File: src/design/ske_pkg.sv
// Shared definitions for the scalar Kalman estimator: field widths, reset values,
// configuration register indexes and the control struct for the serial units.
// No dependencies.
package ske_pkg;

  localparam int FRAC_BITS_DEF = 16;
  localparam int GAIN_BITS     = 16;
  localparam int DATA_W        = 16;
  localparam int STATE_W       = 32;
  localparam int CFG_IDX_W     = 2;

  localparam logic        [DATA_W-1:0] MEAS_VAR_RESET = 16'd25;
  localparam logic signed [DATA_W-1:0] INIT_EST_RESET = 16'sd980;
  localparam logic        [DATA_W-1:0] INIT_VAR_RESET = 16'd255;

  typedef enum logic [CFG_IDX_W-1:0] {
    REG_MEAS_VAR = 2'd0,
    REG_INIT_EST = 2'd1,
    REG_INIT_VAR = 2'd2
  } cfg_reg_t;

  typedef struct packed {
    logic load;
    logic step;
  } ske_step_t;

endpackage

File: src/design/ske_div.sv
// Restoring divider for the Kalman gain, one quotient bit per step:
// quotient = floor((variance << GAIN_BITS) / (variance + (meas_variance << FRAC_BITS))).
// Depends on ske_pkg.
module ske_div #(
  parameter int FRAC_BITS = ske_pkg::FRAC_BITS_DEF
) (
  input  logic                           clk,
  input  ske_pkg::ske_step_t             ctrl,
  input  logic [ske_pkg::STATE_W-1:0]    variance,
  input  logic [ske_pkg::DATA_W-1:0]     meas_variance,
  output logic [ske_pkg::GAIN_BITS-1:0]  quotient
);
  import ske_pkg::*;

  localparam int MV_W  = DATA_W + FRAC_BITS;
  localparam int DEN_W = ((MV_W > STATE_W) ? MV_W : STATE_W) + 1;

  logic [DEN_W-1:0] den;
  logic [DEN_W-1:0] rem;
  logic [DEN_W-1:0] rem_next;
  logic [DEN_W:0]   trial;
  logic [DEN_W+1:0] sub;
  logic             bit_q;

  // The remainder starts as the variance, which is below the denominator
  // whenever the measurement variance is non-zero, so the quotient fits.
  always_comb begin
    trial    = {rem, 1'b0};
    sub      = {1'b0, trial} - {2'b00, den};
    bit_q    = !sub[DEN_W+1];
    rem_next = bit_q ? sub[DEN_W-1:0] : trial[DEN_W-1:0];
  end

  always_ff @(posedge clk) begin
    if (ctrl.load) begin
      den <= DEN_W'(variance) + (DEN_W'(meas_variance) << FRAC_BITS);
      rem <= DEN_W'(variance);
    end else if (ctrl.step) begin
      rem      <= rem_next;
      quotient <= {quotient[GAIN_BITS-2:0], bit_q};
    end
  end

endmodule

File: src/design/ske_mul.sv
// Shift-and-add multiplier, one multiplier bit per step, least significant first.
// The accumulator shifts right each step, so it ends as floor(a * b / 2**GAIN_BITS).
// Depends on ske_pkg.
module ske_mul #(
  parameter int A_W = ske_pkg::STATE_W
) (
  input  logic                           clk,
  input  ske_pkg::ske_step_t             ctrl,
  input  logic [A_W-1:0]                 multiplicand,
  input  logic [ske_pkg::GAIN_BITS-1:0]  multiplier,
  output logic [A_W-1:0]                 product
);
  import ske_pkg::*;

  logic [A_W-1:0]       a;
  logic [GAIN_BITS-1:0] b;
  logic [A_W:0]         sum;

  always_comb begin
    sum = {1'b0, product} + (b[0] ? {1'b0, a} : '0);
  end

  always_ff @(posedge clk) begin
    if (ctrl.load) begin
      a       <= multiplicand;
      b       <= multiplier;
      product <= '0;
    end else if (ctrl.step) begin
      product <= sum[A_W:1];
      b       <= b >> 1;
    end
  end

endmodule

File: src/design/scalar_kalman_estimator.sv
// Scalar Kalman estimator for one signed 16-bit accelerometer axis.
// Depends on ske_pkg, ske_div and ske_mul.
//
// Input channel (in_valid/in_ready, sample): one request per raw reading.
// Output channel (out_valid/out_ready): the updated estimate (signed Q16.16)
// and error variance (unsigned Q16.16) for each request, in order.
// Configuration channel (cfg_valid/cfg_ready, cfg_index, cfg_data) is always
// ready: index 0 sets the measurement variance, index 1 reloads the estimate
// from an integer, index 2 reloads the variance; other indexes are ignored.
// Write it only while no request is in flight.
//
// Each request passes in order through the bit-serial gain divider, a step
// that fixes the gain, the two shift-add multipliers, then a step that forms
// the correction and a step that updates the state.
// A new request is taken only once the result is registered and the block
// is idle again, not while one is in flight. The result register holds its
// request while out_ready is low; the block waits in its last step until the
// register is free. Synchronous reset loads measurement variance 25, estimate
// 980 and variance 255, and empties the result register.
module scalar_kalman_estimator #(
  parameter int FRAC_BITS = ske_pkg::FRAC_BITS_DEF
) (
  input  logic                                clk,
  input  logic                                rst,
  input  logic                                in_valid,
  output logic                                in_ready,
  input  logic signed [ske_pkg::DATA_W-1:0]   sample,
  output logic                                out_valid,
  input  logic                                out_ready,
  output logic signed [ske_pkg::STATE_W-1:0]  estimate_q16,
  output logic        [ske_pkg::STATE_W-1:0]  variance_q16,
  input  logic                                cfg_valid,
  output logic                                cfg_ready,
  input  logic        [ske_pkg::CFG_IDX_W-1:0] cfg_index,
  input  logic        [ske_pkg::DATA_W-1:0]   cfg_data
);
  import ske_pkg::*;

  localparam int SMP_W  = DATA_W + FRAC_BITS;
  localparam int SD_W   = ((SMP_W > STATE_W) ? SMP_W : STATE_W) + 1;
  localparam int VW     = ((SMP_W > STATE_W) ? SMP_W : STATE_W) + 1;
  localparam int CNT_W  = $clog2(GAIN_BITS);
  localparam int LAT    = 2 * GAIN_BITS + 3;
  localparam logic [CNT_W-1:0] CNT_LAST = CNT_W'(GAIN_BITS - 1);

  typedef enum logic [2:0] {
    ST_IDLE,
    ST_DIV,
    ST_GAIN,
    ST_MUL,
    ST_CORR,
    ST_DONE
  } state_t;

  state_t                    state;
  logic [CNT_W-1:0]          cnt;
  logic [DATA_W-1:0]         meas_variance;
  logic signed [STATE_W-1:0] estimate;
  logic [STATE_W-1:0]        variance;
  logic signed [SD_W-1:0]    diff;
  logic [GAIN_BITS-1:0]      gain;
  logic signed [SD_W-1:0]    corr;

  logic                      in_acc;
  logic                      finish;
  ske_step_t                 div_ctrl;
  ske_step_t                 mul_ctrl;
  logic [GAIN_BITS-1:0]      quotient;
  logic [GAIN_BITS-1:0]      gain_next;
  logic [GAIN_BITS-1:0]      var_mult;
  logic signed [SD_W-1:0]    diff_next;
  logic [SD_W-1:0]           mag_in;
  logic [SD_W-1:0]           est_prod;
  logic [STATE_W-1:0]        var_prod;
  logic signed [SD_W-1:0]    corr_next;
  logic signed [SD_W:0]      sum;
  logic                      est_ovf;
  logic signed [STATE_W-1:0] est_new;
  logic [STATE_W-1:0]        var_new;
  logic signed [DATA_W-1:0]  est_src;
  logic signed [SD_W-1:0]    est_wide;
  logic signed [STATE_W-1:0] est_load;
  logic [DATA_W-1:0]         var_src;
  logic [VW-1:0]             var_wide;
  logic [STATE_W-1:0]        var_load;

  assign in_ready  = (state == ST_IDLE);
  assign cfg_ready = 1'b1;
  assign in_acc    = in_valid && in_ready;
  assign finish    = (state == ST_DONE) && (!out_valid || out_ready);

  assign div_ctrl.load = in_acc;
  assign div_ctrl.step = (state == ST_DIV);
  assign mul_ctrl.load = (state == ST_GAIN);
  assign mul_ctrl.step = (state == ST_MUL);

  always_comb begin
    // With no measurement variance the gain would be unity, which does not
    // fit in Q0.16, so it saturates; a zero denominator gives no gain at all.
    if (meas_variance == '0) begin
      gain_next = (variance != '0) ? '1 : '0;
    end else begin
      gain_next = quotient;
    end
    var_mult  = ~gain_next + 1'b1;
    diff_next = (SD_W'(sample) <<< FRAC_BITS) - SD_W'(estimate);
    mag_in    = diff[SD_W-1] ? SD_W'(-diff) : SD_W'(diff);
    // The magnitude is scaled, so the correction truncates towards zero.
    corr_next = diff[SD_W-1] ? -$signed(est_prod) : $signed(est_prod);
    sum       = (SD_W+1)'(estimate) + (SD_W+1)'(corr);
    est_ovf   = (sum[SD_W:STATE_W-1] != '0) && (sum[SD_W:STATE_W-1] != '1);
    if (est_ovf) begin
      est_new = sum[SD_W] ? {1'b1, {(STATE_W-1){1'b0}}} : {1'b0, {(STATE_W-1){1'b1}}};
    end else begin
      est_new = sum[STATE_W-1:0];
    end
    // A zero gain keeps the whole variance; the multiplier only covers 1 - K below unity.
    var_new = (gain == '0) ? variance : var_prod;
  end

  // Reset and register writes of the estimate and variance share one reload path.
  always_comb begin
    est_src  = rst ? INIT_EST_RESET : $signed(cfg_data);
    est_wide = SD_W'(est_src) <<< FRAC_BITS;
    if ((est_wide[SD_W-1:STATE_W-1] != '0) && (est_wide[SD_W-1:STATE_W-1] != '1)) begin
      est_load = est_wide[SD_W-1] ? {1'b1, {(STATE_W-1){1'b0}}}
                                  : {1'b0, {(STATE_W-1){1'b1}}};
    end else begin
      est_load = est_wide[STATE_W-1:0];
    end
    var_src  = rst ? INIT_VAR_RESET : cfg_data;
    var_wide = VW'(var_src) << FRAC_BITS;
    var_load = (|var_wide[VW-1:STATE_W]) ? '1 : var_wide[STATE_W-1:0];
  end

  ske_div #(
    .FRAC_BITS(FRAC_BITS)
  ) u_div (
    .clk          (clk),
    .ctrl         (div_ctrl),
    .variance     (variance),
    .meas_variance(meas_variance),
    .quotient     (quotient)
  );

  ske_mul #(
    .A_W(SD_W)
  ) u_mul_est (
    .clk         (clk),
    .ctrl        (mul_ctrl),
    .multiplicand(mag_in),
    .multiplier  (gain_next),
    .product     (est_prod)
  );

  ske_mul #(
    .A_W(STATE_W)
  ) u_mul_var (
    .clk         (clk),
    .ctrl        (mul_ctrl),
    .multiplicand(variance),
    .multiplier  (var_mult),
    .product     (var_prod)
  );

  always_ff @(posedge clk) begin
    if (rst) begin
      state         <= ST_IDLE;
      cnt           <= '0;
      out_valid     <= 1'b0;
      meas_variance <= MEAS_VAR_RESET;
      estimate      <= est_load;
      variance      <= var_load;
    end else begin
      if (finish) begin
        out_valid <= 1'b1;
      end else if (out_ready) begin
        out_valid <= 1'b0;
      end
      if (cfg_valid && cfg_ready) begin
        unique case (cfg_index)
          REG_MEAS_VAR: meas_variance <= cfg_data;
          REG_INIT_EST: estimate      <= est_load;
          REG_INIT_VAR: variance      <= var_load;
          default: ;
        endcase
      end
      unique case (state)
        ST_IDLE: begin
          if (in_acc) begin
            diff  <= diff_next;
            cnt   <= '0;
            state <= ST_DIV;
          end
        end
        ST_DIV: begin
          cnt <= cnt + 1'b1;
          if (cnt == CNT_LAST) begin
            state <= ST_GAIN;
          end
        end
        ST_GAIN: begin
          gain  <= gain_next;
          cnt   <= '0;
          state <= ST_MUL;
        end
        ST_MUL: begin
          cnt <= cnt + 1'b1;
          if (cnt == CNT_LAST) begin
            state <= ST_CORR;
          end
        end
        ST_CORR: begin
          corr  <= corr_next;
          state <= ST_DONE;
        end
        ST_DONE: begin
          if (finish) begin
            estimate     <= est_new;
            variance     <= var_new;
            estimate_q16 <= est_new;
            variance_q16 <= var_new;
            state        <= ST_IDLE;
          end
        end
        default: state <= ST_IDLE;
      endcase
    end
  end

  a_var_no_growth: assert property (@(posedge clk) disable iff (rst)
    finish |=> (variance <= $past(variance)))
    else $error("error variance grew through an update");

  a_zero_gain_hold: assert property (@(posedge clk) disable iff (rst)
    (finish && (gain == '0)) |=> (estimate == $past(estimate)))
    else $error("estimate moved although the gain was zero");

  a_fixed_latency: assert property (@(posedge clk) disable iff (rst)
    in_acc |-> ##LAT (state == ST_DONE))
    else $error("request did not reach the update step on time");

  a_result_matches_state: assert property (@(posedge clk) disable iff (rst)
    out_valid |-> ((estimate_q16 == estimate) && (variance_q16 == variance)))
    else $error("pending result differs from the stored state");

endmodule
File: config.mk
export PLATFORM = sky130hd
export DESIGN_NAME = scalar_kalman_estimator
export DESIGN_NICKNAME = d
export VERILOG_FILES = /design/src/design/ske_pkg.sv /design/src/design/ske_div.sv /design/src/design/ske_mul.sv /design/src/design/scalar_kalman_estimator.sv
export SDC_FILE = /design/constraint.sdc
export NUM_CORES = 1
export LEC_CHECK = 0
export ABC_CLOCK_PERIOD_IN_PS = 4400
export BUFFER_PORTS_ARGS = -buffer_cell sky130_fd_sc_hd__buf_2
export CAP_MARGIN = 25
export CORE_MARGIN = 5
export CORE_UTILIZATION = 63
export CTS_CLUSTER_DIAMETER = 60
export DETAILED_ROUTE_END_ITERATION = 16
export GPL_TIMING_DRIVEN = 0
export PLACE_DENSITY = 0.81
export SLEW_MARGIN = 15
export SYNTH_ARGS = -nofsm -noshare
export SYNTH_HDL_FRONTEND = slang
export SYNTH_SLANG_ARGS = --single-unit
File: constraint.sdc
create_clock -name clk -period 4.4 [get_ports clk]
set_input_delay 0.66 -clock clk [delete_from_list [all_inputs] [get_ports clk]]
set_output_delay 0.66 -clock clk [all_outputs]
set_load 0.03 [all_outputs]
==> run_results.csv <==
group,metric,value,unit
status,status,"completed",
clock_tree,clockBufferDepth,3,
floorplanning,coreArea,43080,µm²
drt,totalWireLength,77580,µm
layout,final.fill_count,3160,
setup_path,r2r-end,"estimate_q16[26]$_DFFE_PP_",
layout,area_growth_syn_to_layout,11.74,%
clock_tree,clock-root-buffer,"clkbuf_16",
floorplanning,initial_utilization,0.6361,
sta,period_needed,4242,ps
clock_tree,cts.clk_slew.worst_paths,60,ps
clock_tree,clk_latency,610,ps
global_routing,antenna_found_initial,0,
worst_hold_path,hold_class,"primary input to flip-flop",
placed_design,hpwlAfterDp,58400,µm
floorplanning,fp.dieW,218.6,µm
clock_tree,cts_buffers,50,
setup_path,crit_arrival,4520,ps
sta,setup_viol,0,
synthesis,synth-main-ff-cell,"edfxtp_1",
pwr,p_int,0.008821,W
setup_path,end_kind,"flip-flop",
clock_tree,cts-hold-fix-buffers,0,
synthesis,ys_types,86,
pwr,seqPwrFrac,0.424,
synthesis,synth-edff-count,324,
synthesis,syn_inst,2744,
synthesis,ys_seq_area_frac,0.4676,
drt,drc_errors,0,
floorplanning,ioPinCount,106,
clock_tree,htree_levels,2,
pwr,clockPowerShare,0.344,
pwr,peakVddDrop,0.3608,mV
setup_path,r2r_start,"corr[0]$_DFFE_PP_",
global_routing,grt.total_usage,0.3172,
layout,final_common_cell,"nand2_1",
setup_path,r2r_slack,160,ps
pwr,power.density,410.6,nW/µm²
synthesis,synth_nets,2953,
drt,via_per_inst,6.296,
floorplanning,dieArea,47770,µm²
sta,finalClockSkew,18.55,ps
synthesis,syn_area_per_cell,9.986,µm²
synthesis,async_reset_ff_frac,0,
clock_tree,tritoncts,"yes",
setup_path,reg2regPathDepth,14,
layout,postLayoutCoreUtil,0.7108,
synthesis,synth_warnings,0,
setup_path,cp_slowest_cell,"a21oi_1",
placed_design,place.gp.congestion,0.9553,
pwr,power,0.01257,W
pwr,power_frac_comb,0.233,
sta,max_slew.worst_pin.slew,1031,ps
sta,min_period_over_period,0.9642,
pwr,power.leakage,12.19,nW
global_routing,grt_max_degree,55,
synthesis,ys_ff_latch,478,
synthesis,syn_area,27400,µm²
drt,wire_per_inst,21.91,µm
layout,final_cell_mix,"336 x nand2_1, 324 x edfxtp_1, 230 x o21ai_0, 165 x ha_1, 157 x a21oi_1",
drt,via_count,22295,
layout,drive_above_1_share,0.1029,
floorplanning,fp.dieH,218.6,µm
placed_design,io_buffers,104,
sta,hold_viol,0,
setup_path,critPathLaunchType,"flip-flop",
global_routing,grt_pass1_wl,119900,µm
layout,fin_area,30620,µm²
setup_path,crit_chain,"ha_1, inv_1, fa_1, nor2b_1, o31ai_1, a211oi_2, a21oi_1, o31ai_4, a21oi_1, xor2_1, a21oi_2, nor2_2, clkbuf_4, o21ai_0",
drt,drtIter0Drc,2081,
pwr,power.switching,0.003752,W
placed_design,placed_cell_area,28880,µm²
drt,firstDrtPassIters,8,
sta,slew_viol_final,0,
flow_run,drv_cap,0,
setup_path,endpoint,"estimate_q16[26]$_DFFE_PP_",
sta,max_clock_freq,0.2357,GHz
setup_path,critical_path.max_fanout,10,
global_routing,first_global_vias,21922,
setup_path,cpMostUsedCell,"a21oi_1",
setup_path,crit_path_max_incr_delay,630,ps
floorplanning,rows,76,
drt,ant_nets,0,
clock_tree,cts_sinks,478,
global_routing,grt-ovfl-total,0,
setup_path,worstPathRequired,4680,ps
setup_path,crit_type,"flip-flop to flip-flop",
pwr,p_sw_frac,0.2984,
setup_path,worstSetupStartpoint,"corr[0]$_DFFE_PP_",
layout,nets,3124,
sta,slew_headroom,0.3107,
==> final cells by class <==
cell class / count / area, µm² / area share
Clock buffer: 68 / 1375 / 0.04491
Tap cell: 585 / 732.0 / 0.02390
Antenna cell: 1 / 2.502 / 0.00008173
Sequential cell: 478 / 12810 / 0.4184
Timing Repair Buffer: 119 / 734.5 / 0.02399
Multi-Input combinational cell: 2045 / 13810 / 0.4511
Buffer: 104 / 439.2 / 0.01434
Inverter: 117 / 439.2 / 0.01434
Clock inverter: 24 / 272.8 / 0.008908
==> metrics by stage <==
step           setup TNS [ps]  cells  hold WS [ps]  setup WS [ps]
5_1_grt                -5.970   3540         348.6         -5.970
4_1_cts                     0   3537         324.8          36.94
2_1_floorplan               0   2744         420.8          536.9
6_report                    0   3541         354.7          157.6
3_3_place_gp          -173700   3433         436.2          -1175
3_5_place_dp            -8909   3445         442.2         -684.6
==> critical path: cells and delay by family, from the launching register on <==
family / cells / cell delay, ps
XOR/XNOR: 1 / 260
AO/OA/AOI/OAI: 7 / 2000
buffers and inverters: 2 / 450
flip-flops: 1 / 370
AND/OR/NAND/NOR: 2 / 380
adder cells (fa/ha/maj): 2 / 440
==> registers in the layout, summed over array words and instances, names as in the netlist, 16 cells and up <==
name               flops
u_mul_var.product     32
variance              32
variance_q16          32
u_mul_est.a           33
u_mul_est.b           16
u_div.den             33
u_div.rem             33
u_mul_est.product     33
meas_variance         16
u_mul_var.a           32
gain                  16
estimate              32
u_div.quotient        16
corr                  33
diff                  33
u_mul_var.b           16
estimate_q16          32
==> power groups by stage <==
stage | Combinational [W] | Sequential [W] | Clock, W
floorplan | 0.00215 | 0.00534 | 0
CTS | 0.00288 | 0.00532 | 0.00435
detailed placement | 0.00285 | 0.00541 | 0
finish | 0.00292 | 0.00533 | 0.00432
global route | 0.00318 | 0.00534 | 0.00457
global placement | 0.00270 | 0.00540 | 0
==> how the worst min path moves through the flow <==
stage | start | to | slack (ps) | cells past startpoint
final | cfg_data[14] | meas_variance[14]$_SDFFE_PP0P_ | 350 | 3
after global routing | cfg_data[14] | meas_variance[14]$_SDFFE_PP0P_ | 350 | 3
after CTS | cfg_data[14] | meas_variance[14]$_SDFFE_PP0P_ | 320 | 3
after detailed placement | u_div.quotient[11]$_DFFE_PP_ | u_div.quotient[12]$_DFFE_PP_ | 440 | 0
after global placement | u_div.quotient[13]$_DFFE_PP_ | u_div.quotient[14]$_DFFE_PP_ | 440 | 0
after floorplan | u_div.quotient[11]$_DFFE_PP_ | u_div.quotient[12]$_DFFE_PP_ | 420 | 0
==> cell usage after synthesis, drive strengths merged, types with 31 or more instances <==
cell type    n  share of area
nand2      336          0.046
edfxtp     324           0.36
o21ai      234          0.043
ha         165          0.075
a21oi      159          0.029
xnor2      155          0.050
dfxtp      154           0.11
nor2       138          0.019
inv        115          0.016
clkbuf      90          0.012
and2        74          0.017
a21o        68          0.019
xor2        63          0.020
nand3       49         0.0089
nor3        44         0.0080
o21a        40          0.011
mux2        38          0.016
o31ai       35          0.011
nor4        32         0.0078
and3        31         0.0071
==> timing repair <==
item / 4_1_cts / 5_1_grt
gates cloned: 0 / 0
setup buffers: 0 / 3
hold endpoints to repair: 0 / 0
pin swaps: 0 / 2
resized for setup: 6 / 7
endpoints found under the setup margin: 40 / 48
==> layer usage <==
layer,track usage,part of all wire
met5,0,0
met4,0.1568,0.054
met3,0.04322,0.071
met2,0.5360,0.48
met1,0.4030,0.40
==> cells by family after synthesis <==
kind of cell,share of synthesized area
other cells,0.0001368
xor+xnor,0.06968
simple gates,0.1492
mux,0.02657
buf+inv,0.03146
fa+ha+maj,0.07899
flops,0.4676
compound gates,0.1764
Note: power is estimated with default switching activity, not from simulation.
